===== src/rtl/tsc_pkg.sv =====
// tsc_pkg: widths, constants and link types for the taylor sine/cosine pipeline
// no dependencies; imported by tsc_term_cell, tsc_out_buf, taylor_sine_cosine and the two sim files

package tsc_pkg;

    // series length
    localparam int TSC_MAX_TERMS = 10;
    localparam int NT_W          = 4;
    localparam logic [NT_W-1:0] NUM_TERMS_RST = 4'd8;

    // number formats
    localparam int ANGLE_W   = 32;
    localparam int FRAC_BITS = 28;
    localparam int OUT_W     = 48;
    localparam int MAG_W     = OUT_W - 1;

    // term update m * a split into a low and a high partial product
    localparam int LO_W     = 32;
    localparam int HI_W     = MAG_W - LO_W;
    localparam int MUL_HI_W = HI_W + ANGLE_W;
    localparam int MUL_LO_W = LO_W + ANGLE_W;

    // long division of the scaled product by the term index, one chunk per step
    localparam int DIV_CHUNK  = 17;
    localparam int DIV_CHUNKS = 3;
    localparam int SCALED_W   = DIV_CHUNK * DIV_CHUNKS;
    localparam int REM_W      = 5;
    localparam int K_W        = REM_W;
    localparam int DV_W       = REM_W + DIV_CHUNK;
    localparam int DIV_SHIFT  = DV_W + REM_W;
    localparam int RECIP_W    = DIV_SHIFT + 1;

    localparam logic [MAG_W-1:0] ONE_Q =
        {{(MAG_W - FRAC_BITS - 1){1'b0}}, 1'b1, {FRAC_BITS{1'b0}}};
    localparam logic [MAG_W-1:0] MAG_MAX = {MAG_W{1'b1}};
    localparam logic signed [OUT_W-1:0] OUT_MAX = {1'b0, {(OUT_W - 1){1'b1}}};
    localparam logic signed [OUT_W-1:0] OUT_MIN = {1'b1, {(OUT_W - 1){1'b0}}};

    // context handed from one term cell to the next
    typedef struct packed {
        logic                     neg;
        logic [ANGLE_W-1:0]       mag_a;
        logic [MAG_W-1:0]         term;
        logic signed [OUT_W-1:0]  sin_sum;
        logic signed [OUT_W-1:0]  cos_sum;
        logic                     clip;
    } tsc_link_t;

    typedef struct packed {
        logic signed [OUT_W-1:0]  sine;
        logic signed [OUT_W-1:0]  cosine;
        logic                     clipped;
    } tsc_res_t;

endpackage


===== src/rtl/tsc_out_buf.sv =====
// tsc_out_buf: two-entry result buffer between the term chain and the result channel
// depends on tsc_pkg (tsc_res_t)

module tsc_out_buf (
    input  logic              aclk,
    input  logic              aresetn,
    input  logic              push,
    input  tsc_pkg::tsc_res_t push_res,
    output logic              space,
    output logic              m_valid,
    input  logic              m_ready,
    output tsc_pkg::tsc_res_t head
);
    import tsc_pkg::*;

    typedef enum logic [2:0] {
        BUF_EMPTY = 3'b001,
        BUF_ONE   = 3'b010,
        BUF_FULL  = 3'b100
    } buf_state_t;

    buf_state_t state_reg, state_next;
    tsc_res_t   head_reg, head_next;
    tsc_res_t   tail_reg, tail_next;
    logic       pop;

    assign pop     = m_valid & m_ready;
    assign m_valid = state_reg != BUF_EMPTY;
    assign space   = state_reg != BUF_FULL;
    assign head    = head_reg;

    always_comb begin
        state_next = state_reg;
        head_next  = head_reg;
        tail_next  = tail_reg;
        unique case (state_reg)
            BUF_EMPTY: begin
                if (push) begin
                    head_next  = push_res;
                    state_next = BUF_ONE;
                end
            end
            BUF_ONE: begin
                if (push && pop) begin
                    head_next = push_res;
                end else if (push) begin
                    tail_next  = push_res;
                    state_next = BUF_FULL;
                end else if (pop) begin
                    state_next = BUF_EMPTY;
                end
            end
            BUF_FULL: begin
                if (pop) begin
                    head_next  = tail_reg;
                    state_next = BUF_ONE;
                end
            end
            default: begin
                state_next = BUF_EMPTY;
            end
        endcase
    end

    always_ff @(posedge aclk) begin
        if (!aresetn) begin
            state_reg <= BUF_EMPTY;
        end else begin
            state_reg <= state_next;
        end
    end

    always_ff @(posedge aclk) begin
        head_reg <= head_next;
        tail_reg <= tail_next;
    end

`ifndef SYNTHESIS
    a_no_push_when_full: assert property (@(posedge aclk) disable iff (!aresetn)
        push |-> state_reg != BUF_FULL)
        else $error("result pushed into a full buffer");

    a_tail_moves_up: assert property (@(posedge aclk) disable iff (!aresetn)
        (state_reg == BUF_FULL) && pop |=> head_reg == $past(tail_reg))
        else $error("second result lost after transfer");
`endif

endmodule


===== config.mk =====
export PLATFORM = sky130hd
export DESIGN_NAME = tsc_out_buf
export DESIGN_NICKNAME = d
export VERILOG_FILES = /design/src/rtl/tsc_pkg.sv /design/src/rtl/tsc_out_buf.sv
export SDC_FILE = /design/constraint.sdc
export NUM_CORES = 1
export LEC_CHECK = 0
export ABC_AREA = 1
export ABC_CLOCK_PERIOD_IN_PS = 12400
export BUFFER_PORTS_ARGS = -buffer_cell sky130_fd_sc_hd__buf_2
export CELL_PAD_IN_SITES_DETAIL_PLACEMENT = 2
export CELL_PAD_IN_SITES_GLOBAL_PLACEMENT = 2
export CORE_MARGIN = 10
export CORE_UTILIZATION = 41
export DETAILED_ROUTE_END_ITERATION = 6
export GPL_ROUTABILITY_DRIVEN = 0
export PLACE_DENSITY = 0.92
export REMOVE_ABC_BUFFERS = 1
export SYNTH_ARGS = -nofsm -noshare
export SYNTH_HDL_FRONTEND = slang
export SYNTH_SLANG_ARGS = --single-unit
export TNS_END_PERCENT = 20

===== constraint.sdc =====
create_clock -name aclk -period 12.4 [get_ports aclk]
set_clock_uncertainty 0.1 [all_clocks]
set_input_delay 2.48 -clock aclk [delete_from_list [all_inputs] [get_ports aclk]]
set_output_delay 2.48 -clock aclk [all_outputs]
set_load 0.01 [all_outputs]

* Word level (Yosys, flattened, before mapping)
Index checks and enable logic that the tools add are counted.
Widths: inputs -> output; s select.
** Cells by class
- Reductions and logical operators :: 5
- $add $sub $neg :: 0
- Multiply operators :: 0
- Equal/unequal tests :: 10
- Shift-type cells :: 0
- Multiplexer cells :: 10
- Divide/modulo/power cells :: 0
- Magnitude comparators :: 0
- Bitwise gates (word level) :: 2
** Operator list (number)
- $mux 97 :: 3
- $pmux 97 s3 :: 1
- $mux 3 :: 5
- $pmux 3 s3 :: 1
- $ne 2x2->1 const B :: 4
- $reduce_and 4->1 :: 2
- $ne 3x3->1 const B :: 2
- $eq 3x1->1 const B :: 1
- $eq 3x2->1 const B :: 1
- $eq 3x3->1 const B :: 1
- $ne 3x1->1 const B :: 1
- $reduce_and 3->1 :: 1
- $reduce_bool 3->1 :: 1
- $and 1x1->1 :: 1
- $logic_and 1x1->1 :: 1
- $not 1->1 :: 1
** Storage, ports and cells
- Flip-flop bits (word level) :: 197
- Output and inout bits :: 99
- Memory bits (writable) :: 0
- Bits in read-only memories :: 0
- Word-level logic and storage cells :: 34
- Input bits :: 101
- Memories :: 0
- Bits in latches :: 0

* Depth between registers and ports, before layout
- Depth in word-level cells :: 6
- Gate-level depth with buffers :: 8
- Mapped depth without buffers :: 8

* Worst setup path after synthesis
Ideal clock, no wire load.
- Path type :: input port to flip-flop
- Start :: in push
- End :: reg head_reg (netlist bit head[0]) (enable)
- Required time :: 11689 ps
- Stages :: 4
- Path buffers :: 0
- Path slack :: 4141 ps
- Arrival time :: 7548 ps
- Library setup time :: 611 ps
- Path through :: inv_1 nand4_1 nand2_1 a31oi_1
** On the way
- Word-level cells in the longest chain between the ends :: 3
- Elaborated cells on any way between the ends :: 4
- Classes of those cells :: eq/ne (2); reduce/logical (2)
** Ends and longest elaborated chain
- from (decl) :: line tsc_out_buf.sv:7 : input logic push,
- $logic_and 1x1->1 :: line tsc_out_buf.sv:44 : if (push && pop) begin
- $ne 2x2->1 (no source line)
- $reduce_and 4->1 (no source line) (*)
- to (signal assigned) :: line tsc_out_buf.sv:74 : head_reg <= head_next;
- to (decl) :: line tsc_out_buf.sv:23 : tsc_res_t head_reg, head_next;
Every way passes the cells marked *; elsewhere a longest branch is shown, timed or not.
A chain may end at the register's enable or synchronous reset.

* Worst setup path in the final report
- Start :: reg state_reg[0]
- End :: out space
** On the way
- Word-level cells in the longest chain between the ends :: 1
** Ends and longest elaborated chain
- from (decl) :: line tsc_out_buf.sv:22 : buf_state_t state_reg, state_next;
- from (signal assigned) :: line tsc_out_buf.sv:69 : state_reg <= state_next;
- $ne 3x3->1 :: line tsc_out_buf.sv:29 : assign space = state_reg != BUF_FULL;
- to (decl) :: line tsc_out_buf.sv:9 : output logic space,
Every way passes these cells.

==> out/results.txt <==
Starting Density -> 41.8%
Netlist cell types -> 14
Skew-Pair Late Insertion Delay -> 0.43 ns
Number of synthesized register bits -> 197
Critical path's slowest cell -> nand2_4
Full die area -> 23,300 sq um
Actual slew at the worst max-slew pin -> 0.824 ns
Buffers and inverters on the worst path -> 1
Worst hold endpoint -> head[75]
First-pass GRT wire length -> 28.8 mm
CP Class -> reg2out
TritonCTS clock tree -> yes
CTS Hold Bufs -> 0
Root Driver -> clkbuf_16
Setup total negative slack -> 0 ns
Vias in the first global route -> 4,434
Final instance count without filler cells -> 784
R2R depth -> 5
DR iter-0 viols -> 248
IO buf count -> 199
Die Height -> 153 microns
Leakage power -> 3.40 nW
Antenna viol nets, final -> 0
Crit. path cell count -> 3
Worst Hold Launch -> tail_reg[75]
Crit-path max FO -> 43
Sequential cell area fraction in the yosys report -> 81.4%
Clock-pin slew of the registers on the worst-case setup and hold paths -> 0.07 ns
Cts bufs inserted -> 17
Crit path cell chain -> nor2_2 > nand2_4 > buf_2
Area Overhead vs Synth -> 24.8%
DRC Markers -> 0
Flop-to-flop setup slack -> 9.12 ns
Hold Crit Depth -> 1
Via density per instance -> 4.78
Final Power -> 0.00164 W
Power per standard cell area -> 182 nW/um^2
Rows -> 48
Setup bufs post-CTS -> 0
Tcrit/Tclk final -> 34.4%
Drt wl/cell -> 24.1 microns
Post-synthesis cell count -> 334
Core Area -> 17,300 sq um
FF/Latch Area -> 5890 sq um
# diodes -> 0
Fillers -> 1,569
Ports -> 200
Sink Count -> 197
First-pass DRT Iterations -> 4
Cell Area, Synth -> 7230 sq um
Synth warn -> 0
Routed via count -> 3,746
VDD IR-drop max -> 0.106 mV
Total GRT Usage -> 16.2%
Slew Viols, Final -> 0
# nets final -> 647
Multi-input logic area -> 1220 sq um
Final WL -> 18.9 mm
Post-cts gate resize count -> 0
Syn_area_per_cell -> 21.6 sq um
Final Hold Vio Count -> 0
GRT overflow -> 0
Max Cap Viol -> 0
Critical Path Start Type -> flip-flop
Hold Path Class -> reg2reg
R2R Path Start -> state_reg[0]
Yosys top cell by area -> edfxtp_1
Largest net degree at the start of global routing -> 61
Clk buf depth -> 2
CP Data Arrival Time -> 1.69 ns
CP delay by family, top -> simple AND/OR/NAND/NOR gates
Final min period -> 4.27 ns
Share of cells above drive strength 1 -> 42.2%
Synth top area share -> 80.6%
Outcome -> completed
R2r endpoint -> head[18]
Req. time, crit path -> 9.82 ns
RSZ-0062 raised after global routing -> false
Core Util, Final -> 52.2%
Setup violators final -> 0
Rel. slew slack -> 45.1%
Initial antenna violation count -> 1
Setup crit end kind -> output pin
Crit path largest cell delay -> 0.37 ns
Die width -> 153 microns
H-Tree Level Count -> 4
Synth top area cells -> edfxtp_1 81%, mux2_1 15%, buf_6 1.6%, dfxtp_1 0.83%, nand2_1 0.42%
Post-placement cell count -> 752
Max Clock Freq -> 0.234 GHz
HPWL after detailed placement -> 13.9 mm
==> worst max path at each step <==
stage / startpoint / end / slack [ns]
finish: state_reg[0] / space / 8.13
global route: push / tail_reg[82] / 7.94
CTS: state_reg[0] / space / 8.09
detailed placement: push / head[36] / 7.65
global placement: push / tail_reg[24] / 7.84
floorplan: push / head[0] / 4.14
==> final cells by class <==
| class | count | share of cell area [%] |
|---|---|---|
| well taps | 225 | 3.12 |
| flip-flops and latches | 197 | 65.2 |
| clock inverters | 13 | 1.65 |
| repair buffers | 203 | 11.4 |
| clock buffers | 19 | 4.80 |
| inverters | 6 | 0.277 |
| multi-input cells | 121 | 13.6 |
==> synth_stat cells (all sizes together) <==
library cell and count:
edfxtp 194, nor2 7, a21boi 1, buf 10, nand2 9, nand4 1, nand3b 1, nand3 4
a31oi 1, dfxtp 3, inv 6, mux2 97
==> cells in the final DEF, fill, tap and decap left out, types with 2 or more instances in the layout <==
cell	n
buf_2	199
buf_4	4
bufinv_16	2
clkbuf_1	2
clkbuf_16	17
clkinv_4	2
clkinvlp_4	4
dfxtp_1	3
edfxtp_1	194
inv_1	5
inv_6	3
mux2_1	97
nand2_1	8
nand3_1	4
nor2_1	6
==> routing by layer <==
metal	vias to the layer above	GRT usage (%)	share of wire, %
met5	-	0	0
met3	26	5.31	5.8
met4	0	5.81	1.9
met1	1846	18.3	40
li1	1735	-	-
met2	139	28.0	52
==> where the power goes <==
part           switching [W]  leakage (nW)  internal (W)
Sequential         0.0000272          1.83      0.000843
Combinational       0.000149          1.30     0.0000731
Clock               0.000246         0.270      0.000301
==> metrics by stage <==
step	cell area [sq um]	hold slack (ns)	setup WS, ns
floorplan	7120	0.401	4.14
global placement	8440	0.408	7.84
detailed placement	8440	0.414	7.65
CTS	9020	0.433	8.09
global route	9020	0.455	7.94
finish	9020	0.429	8.13
==> kinds of logic after synthesis <==
| logic type | count (synthesis) | synth area share [%] |
|---|---|---|
| DFF | 197 | 81.4 |
| buffers and inverters | 16 | 1.87 |
| and+or+nand+nor | 22 | 1.44 |
| muxes | 97 | 15.1 |
| AOI/OAI and AO/OA | 2 | 0.190 |
(Power assumes the default switching activity.)
