### config.mk
export PLATFORM = sky130hd
export DESIGN_NAME = tsc_term_cell
export DESIGN_NICKNAME = d
export VERILOG_FILES = /design/src/rtl/tsc_pkg.sv /design/src/rtl/tsc_term_cell.sv
export SDC_FILE = /design/constraint.sdc
export NUM_CORES = 2
export LEC_CHECK = 0
export ABC_AREA = 1
export BUFFER_PORTS_ARGS = -buffer_cell sky130_fd_sc_hd__buf_2
export CORE_MARGIN = 10
export CORE_UTILIZATION = 40
export DETAILED_ROUTE_END_ITERATION = 8
export HOLD_SLACK_MARGIN = 0.1
export MAX_ROUTING_LAYER = met4
export PLACE_DENSITY_LB_ADDON = 0.08
export SYNTH_ARGS = -nofsm -noshare
export SYNTH_HDL_FRONTEND = slang
export SYNTH_SLANG_ARGS = --single-unit
export TNS_END_PERCENT = 20
### constraint.sdc
create_clock -name aclk -period 11.8 [get_ports aclk]
set_clock_uncertainty 0.05 [all_clocks]
set_input_delay 2.36 -clock aclk [delete_from_list [all_inputs] [get_ports aclk]]
set_output_delay 2.36 -clock aclk [all_outputs]
set_load 0.01 [all_outputs]
### src/rtl/tsc_pkg.sv
// tsc_pkg: widths, constants and link types for the taylor sine/cosine pipeline
// no dependencies; imported by tsc_term_cell, tsc_out_buf, taylor_sine_cosine and the two sim files

package tsc_pkg;

    // series length
    localparam int TSC_MAX_TERMS = 10;
    localparam int NT_W          = 4;
    localparam logic [NT_W-1:0] NUM_TERMS_RST = 4'd8;

    // number formats
    localparam int ANGLE_W   = 32;
    localparam int FRAC_BITS = 28;
    localparam int OUT_W     = 48;
    localparam int MAG_W     = OUT_W - 1;

    // term update m * a split into a low and a high partial product
    localparam int LO_W     = 32;
    localparam int HI_W     = MAG_W - LO_W;
    localparam int MUL_HI_W = HI_W + ANGLE_W;
    localparam int MUL_LO_W = LO_W + ANGLE_W;

    // long division of the scaled product by the term index, one chunk per step
    localparam int DIV_CHUNK  = 17;
    localparam int DIV_CHUNKS = 3;
    localparam int SCALED_W   = DIV_CHUNK * DIV_CHUNKS;
    localparam int REM_W      = 5;
    localparam int K_W        = REM_W;
    localparam int DV_W       = REM_W + DIV_CHUNK;
    localparam int DIV_SHIFT  = DV_W + REM_W;
    localparam int RECIP_W    = DIV_SHIFT + 1;

    localparam logic [MAG_W-1:0] ONE_Q =
        {{(MAG_W - FRAC_BITS - 1){1'b0}}, 1'b1, {FRAC_BITS{1'b0}}};
    localparam logic [MAG_W-1:0] MAG_MAX = {MAG_W{1'b1}};
    localparam logic signed [OUT_W-1:0] OUT_MAX = {1'b0, {(OUT_W - 1){1'b1}}};
    localparam logic signed [OUT_W-1:0] OUT_MIN = {1'b1, {(OUT_W - 1){1'b0}}};

    // context handed from one term cell to the next
    typedef struct packed {
        logic                     neg;
        logic [ANGLE_W-1:0]       mag_a;
        logic [MAG_W-1:0]         term;
        logic signed [OUT_W-1:0]  sin_sum;
        logic signed [OUT_W-1:0]  cos_sum;
        logic                     clip;
    } tsc_link_t;

    typedef struct packed {
        logic signed [OUT_W-1:0]  sine;
        logic signed [OUT_W-1:0]  cosine;
        logic                     clipped;
    } tsc_res_t;

endpackage

### src/rtl/tsc_term_cell.sv
// tsc_term_cell: one series term, m_k = floor(m_(k-1) * a / (2^28 * k)), added to its sum
// depends on tsc_pkg; eight register stages, chained by taylor_sine_cosine

module tsc_term_cell #(
    parameter int K = 1
) (
    input  logic                    aclk,
    input  logic                    aresetn,
    input  logic                    en,
    input  logic [tsc_pkg::NT_W-1:0] n_eff,
    input  logic                    in_vld,
    input  tsc_pkg::tsc_link_t      in_link,
    output logic                    out_vld,
    output tsc_pkg::tsc_link_t      out_link
);
    import tsc_pkg::*;

    // stages: multiply, scale, then quotient/remainder per chunk, then sum
    localparam int CTX_N = 2 * DIV_CHUNKS + 1;
    localparam int PW    = DV_W + RECIP_W;
    localparam logic [RECIP_W-1:0] RECIP =
        RECIP_W'(((64'd1 << DIV_SHIFT) + 64'(K) - 64'd1) / 64'(K));
    localparam logic [K_W-1:0]  K_VAL = K_W'(K);
    localparam logic [NT_W:0]   K_CMP = (NT_W + 1)'(K);
    localparam bit ODD = (K % 2) == 1;
    localparam bit ALT = ((K / 2) % 2) == 1;

    logic                vld_reg [CTX_N];
    tsc_link_t           ctx_reg [CTX_N];
    logic                out_vld_reg;
    tsc_link_t           out_link_reg;
    tsc_link_t           out_link_next;

    logic [MUL_HI_W-1:0] p_hi_reg;
    logic [MUL_LO_W-1:0] p_lo_reg;
    logic [SCALED_W-1:0] scaled_reg;
    logic [SCALED_W-1:0] scaled_next;

    logic [DV_W-1:0]     v_reg      [DIV_CHUNKS];
    logic [SCALED_W-1:0] quo_q_reg  [DIV_CHUNKS];
    logic [SCALED_W-1:0] dvd_q_reg  [DIV_CHUNKS-1];
    logic [REM_W-1:0]    rem_reg    [DIV_CHUNKS-1];
    logic [SCALED_W-1:0] dvd_r_reg  [DIV_CHUNKS-1];
    logic [SCALED_W-1:0] quo_r_reg  [DIV_CHUNKS-1];

    logic [DV_W-1:0]     v_next     [DIV_CHUNKS];
    logic [PW-1:0]       prod       [DIV_CHUNKS];
    logic [SCALED_W-1:0] quo_next   [DIV_CHUNKS];
    logic [DV_W-1:0]     qk         [DIV_CHUNKS-1];
    logic [REM_W-1:0]    rem_next   [DIV_CHUNKS-1];

    logic [SCALED_W-1:0]      quo_fin;
    logic                     msat;
    logic [MAG_W-1:0]         mag;
    logic                     active;
    logic                     minus;
    logic signed [OUT_W:0]    term_s;
    logic signed [OUT_W-1:0]  acc;
    logic signed [OUT_W:0]    sum_wide;
    logic                     ssat;
    logic signed [OUT_W-1:0]  sum_sat;
    tsc_link_t                ctx_l;

    assign scaled_next = SCALED_W'({p_hi_reg, {(LO_W - FRAC_BITS){1'b0}}})
                       + SCALED_W'(p_lo_reg >> FRAC_BITS);

    // chunked division by the constant k, reciprocal exact for the chunk range
    always_comb begin
        v_next[0]   = {{REM_W{1'b0}}, scaled_reg[SCALED_W-1 -: DIV_CHUNK]};
        prod[0]     = PW'(v_next[0]) * PW'(RECIP);
        quo_next[0] = '0;
        quo_next[0][SCALED_W-1 -: DIV_CHUNK] = prod[0][DIV_SHIFT +: DIV_CHUNK];
        for (int j = 1; j < DIV_CHUNKS; j++) begin
            v_next[j]   = {rem_reg[j-1],
                           dvd_r_reg[j-1][SCALED_W-1-j*DIV_CHUNK -: DIV_CHUNK]};
            prod[j]     = PW'(v_next[j]) * PW'(RECIP);
            quo_next[j] = quo_r_reg[j-1];
            quo_next[j][SCALED_W-1-j*DIV_CHUNK -: DIV_CHUNK] =
                prod[j][DIV_SHIFT +: DIV_CHUNK];
        end
        for (int j = 0; j < DIV_CHUNKS - 1; j++) begin
            qk[j] = DV_W'(quo_q_reg[j][SCALED_W-1-j*DIV_CHUNK -: DIV_CHUNK])
                  * DV_W'(K_VAL);
            rem_next[j] = REM_W'(v_reg[j] - qk[j]);
        end
    end

    // saturate the term, sign it, add it into its own sum while 2 * n_eff is above k
    always_comb begin
        ctx_l    = ctx_reg[CTX_N-1];
        quo_fin  = quo_q_reg[DIV_CHUNKS-1];
        msat     = |quo_fin[SCALED_W-1:MAG_W];
        mag      = msat ? MAG_MAX : quo_fin[MAG_W-1:0];
        active   = {n_eff, 1'b0} > K_CMP;
        minus    = ALT ^ (ODD & ctx_l.neg);
        term_s   = minus ? -$signed({2'b00, mag}) : $signed({2'b00, mag});
        acc      = ODD ? ctx_l.sin_sum : ctx_l.cos_sum;
        sum_wide = $signed({acc[OUT_W-1], acc}) + term_s;
        ssat     = sum_wide[OUT_W] != sum_wide[OUT_W-1];
        if (!ssat) begin
            sum_sat = sum_wide[OUT_W-1:0];
        end else if (sum_wide[OUT_W]) begin
            sum_sat = OUT_MIN;
        end else begin
            sum_sat = OUT_MAX;
        end
        out_link_next      = ctx_l;
        out_link_next.term = mag;
        if (active) begin
            if (ODD) begin
                out_link_next.sin_sum = sum_sat;
            end else begin
                out_link_next.cos_sum = sum_sat;
            end
            out_link_next.clip = ctx_l.clip | msat | ssat;
        end
    end

    always_ff @(posedge aclk) begin
        if (!aresetn) begin
            for (int i = 0; i < CTX_N; i++) begin
                vld_reg[i] <= 1'b0;
            end
            out_vld_reg <= 1'b0;
        end else if (en) begin
            vld_reg[0] <= in_vld;
            for (int i = 1; i < CTX_N; i++) begin
                vld_reg[i] <= vld_reg[i-1];
            end
            out_vld_reg <= vld_reg[CTX_N-1];
        end
    end

    always_ff @(posedge aclk) begin
        if (en) begin
            ctx_reg[0] <= in_link;
            for (int i = 1; i < CTX_N; i++) begin
                ctx_reg[i] <= ctx_reg[i-1];
            end
            p_hi_reg   <= MUL_HI_W'(in_link.term[MAG_W-1:LO_W]) * MUL_HI_W'(in_link.mag_a);
            p_lo_reg   <= MUL_LO_W'(in_link.term[LO_W-1:0]) * MUL_LO_W'(in_link.mag_a);
            scaled_reg <= scaled_next;
            dvd_q_reg[0] <= scaled_reg;
            for (int j = 1; j < DIV_CHUNKS - 1; j++) begin
                dvd_q_reg[j] <= dvd_r_reg[j-1];
            end
            for (int j = 0; j < DIV_CHUNKS; j++) begin
                v_reg[j]     <= v_next[j];
                quo_q_reg[j] <= quo_next[j];
            end
            for (int j = 0; j < DIV_CHUNKS - 1; j++) begin
                rem_reg[j]   <= rem_next[j];
                dvd_r_reg[j] <= dvd_q_reg[j];
                quo_r_reg[j] <= quo_q_reg[j];
            end
            out_link_reg <= out_link_next;
        end
    end

    assign out_vld  = out_vld_reg;
    assign out_link = out_link_reg;

`ifndef SYNTHESIS
    for (genvar j = 0; j < DIV_CHUNKS - 1; j++) begin : g_rem_chk
        a_rem_below_k: assert property (@(posedge aclk) disable iff (!aresetn)
            vld_reg[3 + 2 * j] |-> rem_reg[j] < K_VAL)
            else $error("division remainder not below term index");
    end
`endif

endmodule

# Word level (Yosys, flattened, before mapping)
# Memories as Yosys holds them, arrays and structs flattened. A register that Yosys moved wholly into a read port is not among the register bits.
# Cells that the tools add are included.
# W data, S select, Z words.
[totals] reg_bits=339 ramBits=1705 input_bits=185 out_inout_bits=178 elab_cells=50 mem_count=6
[memory_table] name="ctx_reg" depth=7 width=177 read_ports=7 rd_clocked_by_memory_dff=0 wr=7 line="tsc_term_cell.sv:29" source="tsc_link_t ctx_reg [CTX_N];"
[memory_table] name="quo_q_reg" depth=3 width=51 read_ports=3 rd_clocked_by_memory_dff=0 wr=3 line="tsc_term_cell.sv:40" source="logic [SCALED_W-1:0] quo_q_reg [DIV_CHUNKS];"
[memory_table] name="dvd_q_reg" depth=2 width=51 read_ports=2 rd_clocked_by_memory_dff=0 wr=2 line="tsc_term_cell.sv:41" source="logic [SCALED_W-1:0] dvd_q_reg [DIV_CHUNKS-1];"
[memory_table] name="dvd_r_reg" depth=2 width=51 read_ports=2 rd_clocked_by_memory_dff=0 wr=2 line="tsc_term_cell.sv:43" source="logic [SCALED_W-1:0] dvd_r_reg [DIV_CHUNKS-1];"
[memory_table] name="quo_r_reg" depth=2 width=51 read_ports=2 rd_clocked_by_memory_dff=0 wr=2 line="tsc_term_cell.sv:44" source="logic [SCALED_W-1:0] quo_r_reg [DIV_CHUNKS-1];"
[memory_table] name="vld_reg" depth=7 width=1 read_ports=7 rd_clocked_by_memory_dff=1 wr=7 line="tsc_term_cell.sv:28" source="logic vld_reg [CTX_N];"
[classes] add_sub_neg=3 multipliers=2 n_lt_le_gt_ge=1 n_eq_ne=1 mux=17 n_bitwise=9 n_reduce_logical=2
[op_table] op="$mux W97" n=1
[op_table] op="$mux W48" n=2
[op_table] op="$mul A32 B32 Y64" n=1
[op_table] op="$add A51 B36 Y51" n=1
[op_table] op="$add A48 B49 Y49" n=1
[op_table] op="$mux W49" n=1
[op_table] op="$neg A47 Y49" n=1
[op_table] op="$mul A15 B32 Y47" n=1
[op_table] op="$mux W47" n=1
[op_table] op="$mux W1" n=12
[op_table] op="$or A1 B1 Y1" n=9
[op_table] op="$gt A5 B1 Y1 const B" n=1
[op_table] op="$reduce_or A4 Y1" n=1
[op_table] op="$logic_not A1 Y1" n=1
[op_table] op="$ne A1 B1 Y1" n=1

# Logic depth before layout (Yosys ltp)
# An unclocked memory read counts as a cell.
[depth] ltp_word=9 depth_mapped=36 depth_no_buf=34

# Worst setup path before layout
# OpenSTA, ideal clock, no wires.
[synth_path] path_type="input port to flip-flop" start="input port in_link[150] in the netlist's numbering" end="register p_lo_reg[60], data pin" setup_time_ns=0.252 t_arrival_ns=8.575 path_slack_ns=2.923 stages=33 path_buffers=2 path_cell_list="clkbuf_1 -> clkbuf_1 -> nand2_1 -> inv_1 -> fa_1 -> fa_1 -> fa_1 -> inv_1 -> fa_1 -> inv_1 -> fa_1 -> inv_1 -> fa_1 -> inv_1 -> fa_1 -> inv_1 -> fa_1 -> inv_1 -> ha_1 -> nand2_1 -> nor2_1 -> inv_1 -> nor2_1 -> and3_1 -> nand2_1 -> nand3_1 -> nand2_1 -> nand2_1 -> nand3_1 -> nand2_1 -> nand3_1 -> nand3_1 -> nand2_1"
[synth_between] elab_chain_len=1
[synth_rtl] item="from (decl)" line="tsc_term_cell.sv:12" source="input tsc_pkg::tsc_link_t in_link,"
[synth_rtl] item="$mul A32 B32 Y64" line="tsc_term_cell.sv:141" source="p_lo_reg <= MUL_LO_W'(in_link.term[LO_W-1:0]) * MUL_LO_W'(in_link.mag_a);"
[synth_rtl] item="to (signal assigned)" line="tsc_term_cell.sv:141"
[synth_rtl] item="to (decl)" line="tsc_term_cell.sv:35" source="logic [MUL_LO_W-1:0] p_lo_reg;"
# Every way passes these cells.
# A chain may end at the register's enable or synchronous reset.

# Worst setup path after layout
[layout_path] start="input port in_link[152] in the netlist's numbering" end="register p_lo_reg[43], data pin"
# Same word-level chain as after synthesis.

==> impl_metrics.py <==
metrics = {
    "critical_path": {
        "rrSetupSlack_ps": 4330,
        "reg2reg_to": "out_link[77]",
        "cp_max_fo": 27,
        "worstPathRequired_ps": 12290,
        "worst_r2r_path_depth": 27,
        "regToRegStartpoint": "quo_q_reg[0][150]",
        "endpoint_kind": "register",
        "crit_arrival_ps": 10230,
        "worstSetupPathType": "in -> reg",
        "cp-start-kind": "input port",
    },
    "synthesis": {
        "syn_area_um2": 103000,
        "synth_top_area_cell": "edfxtp_1",
        "ys_seq_elements": 1484,
        "synth.distinct_cells": 52,
        "ys_seq_area_frac": 0.433,
        "syn_nets": 11500,
        "post-synth-top-count-cell": "inv_1",
        "synth_flop_cell": "edfxtp_1",
        "syn_area_per_cell_um2": 10.7,
        "ys_top_cells_by_area": "edfxtp_1 (43%), fa_1 (25%), inv_1 (8.7%)",
        "ys.warnings.count": 0,
        "async_flop_share": 0,
        "synth_common_cells": "inv_1 (2393), nand2_1 (2113), edfxtp_1 (1478), fa_1 (1285), ha_1 (452)",
        "synth_enable_flop_cells": 1478,
        "syn_inst": 9601,
        "yosys.area.top_type_share": 0.432,
    },
    "detailed_routing": {
        "vias_per_cell": 4.82,
        "drc": 0,
        "dr_wl_met3_um": 12400,
        "wl_met2_um": 130000,
        "drt-met1-wl_um": 127000,
        "drt_iter0_markers": 4253,
        "maxUsedRoutingLayer": "met4",
        "finalWirelength_um": 276000,
        "drt_first_pass_iters": 5,
        "vias": 64500,
        "drt-wirelength-per-cell_um": 20.7,
        "final_antenna_net_count": 0,
    },
    "job": {
        "drv_cap": 0,
    },
    "placement": {
        "hpwl_um": 214000,
        "port_buffers": 362,
        "place_congestion": 0.902,
    },
    "clock_tree": {
        "cts_made_buffers": 158,
        "cts_resized": 0,
        "clkSinkCount": 1484,
        "cts_tree": "built",
        "htreeDepth": 4,
        "clk_path_buf_depth": 3,
        "insertion_delay_ps": 830,
        "hold_buffers": 0,
        "clk_pin_slew_ps": 60,
        "clockRootBuffer": "clkbuf_16",
        "cts_setup_buffers": 0,
    },
    "cells_and_area": {
        "syn_to_final_growth_pct": 10.3,
        "drive_gt1_frac": 0.0711,
        "nets": 11800,
        "largest_reg_flops": 910,
    },
    "floorplanning": {
        "die_w_um": 527,
        "start_util": 0.401,
        "die_y_um": 527,
        "core-area_um2": 256000,
        "dieArea_um2": 278000,
        "rows": 186,
        "ioPinCount": 363,
    },
    "timing": {
        "finalSetupViolCount": 0,
        "slew_headroom": 0.271,
        "worst_slew_pin_slew_ps": 1090,
        "fin_setup_tns_ps": 0,
        "final.period_utilization": 0.826,
        "drv_slew": 0,
        "finalHoldViolations": 0,
        "min_period_ps": 9740,
        "clock.fmax_mhz": 103,
        "rsz0062_at_grt": "no",
    },
    "hold_path": {
        "min_delay_worst_endpoint": "dvd_q_reg[0][86]",
        "hp-start": "dvd_r_reg[0][35]",
        "hold_depth": 0,
        "hp-class": "reg -> reg",
    },
    "global_routing": {
        "first_global_vias": 70100,
        "grt_pass1_wl_um": 429000,
        "antenna_found_initial": 18,
        "grt_overflow": 0,
        "grt_max_degree": 199,
        "grtUsageTotal": 0.207,
    },
    "status": {
        "outcome": "completed",
    },
}
## kinds of logic after synthesis
group / share of synthesized area
AND/OR/NAND/NOR: 0.109
buffers and inverters: 0.100
adder cells (fa/ha/maj): 0.305
flip-flops: 0.433
AO/OA/AOI/OAI: 0.0352
XOR/XNOR: 0.0171
## cells in the final DEF (no fill, tap or decap), types with 34 or more instances in the layout
cell / netlist / routed
inv_1: 2393 / 2393
nand2_1: 2113 / 2112
edfxtp_1: 1478 / 1478
fa_1: 1285 / 1285
ha_1: 452 / 452
nor2_1: 441 / 441
buf_2: 3 / 360
a21oi_1: 272 / 272
o21ai_0: 166 / 166
clkbuf_16: 0 / 158
xor2_1: 140 / 140
nand3_1: 126 / 126
buf_4: 2 / 63
xnor2_1: 61 / 61
nand4_1: 54 / 54
a21oi_2: 40 / 40
nor3_1: 39 / 39
a31oi_1: 37 / 37
clkbuf_1: 258 / 35
a21o_1: 34 / 34
## per-layer routing
metal | vias to the layer above | track usage
li1 | 29900 | -
met2 | 1597 | 0.329
met1 | 32700 | 0.283
met3 | 345 | 0.0240
met5 | - | -
met4 | 0 | 0.0530
## final cells by class
type	instances	area (um2)
fill	24400	143000
multi-input combinational	5395	48000
sequential	1484	44500
inverter	2395	8990
tap	3384	4230
clock buffer	193	4090
timing repair buffer	429	2390
clock inverter	86	1180
antenna	10	25.0
## metrics by stage
stage | instance area (um2) | cells | hold slack [ps] | util | setup slack, ps
2_1_floorplan | 103000 | 9601 | 350 | - | 2920
3_3_place_gp | 108000 | 13100 | 350 | 0.422 | 1280
3_5_place_dp | 108000 | 13100 | 355 | 0.422 | 1330
4_1_cts | 113000 | 13400 | 307 | 0.442 | 2230
5_1_grt | 113000 | 13400 | 324 | 0.442 | 1780
6_report | 113000 | 13400 | 311 | 0.442 | 2060
## worst max-delay path by stage
stage | start | slack [ps] | end | cells past startpoint
4_1_cts | in_link[148] | 2230 | p_lo_reg[43] | 25
6_report | in_link[152] | 2060 | p_lo_reg[43] | 22
5_1_grt | in_link[152] | 1780 | p_lo_reg[43] | 22
3_3_place_gp | in_link[152] | 1280 | p_lo_reg[46] | 26
2_1_floorplan | in_link[150] | 2920 | p_lo_reg[60] | 33
3_5_place_dp | in_link[148] | 1330 | p_lo_reg[43] | 25
## worst max-delay path, stage by stage
cell,delay (ps)
buf_2,580
buf_4,480
nand2_1,90
inv_1,110
fa_1,420
fa_1,560
inv_1,60
fa_1,490
fa_1,520
inv_1,60
fa_1,550
fa_1,440
fa_1,510
fa_1,410
ha_1,350
a21oi_1,240
o21ai_0,220
a21oi_1,500
a21boi_0,240
o21ai_0,380
a21oi_1,300
xnor2_1,320
Power is not shown: default switching activity piles up to over one toggle a cycle in this logic, so the estimate is an artifact.
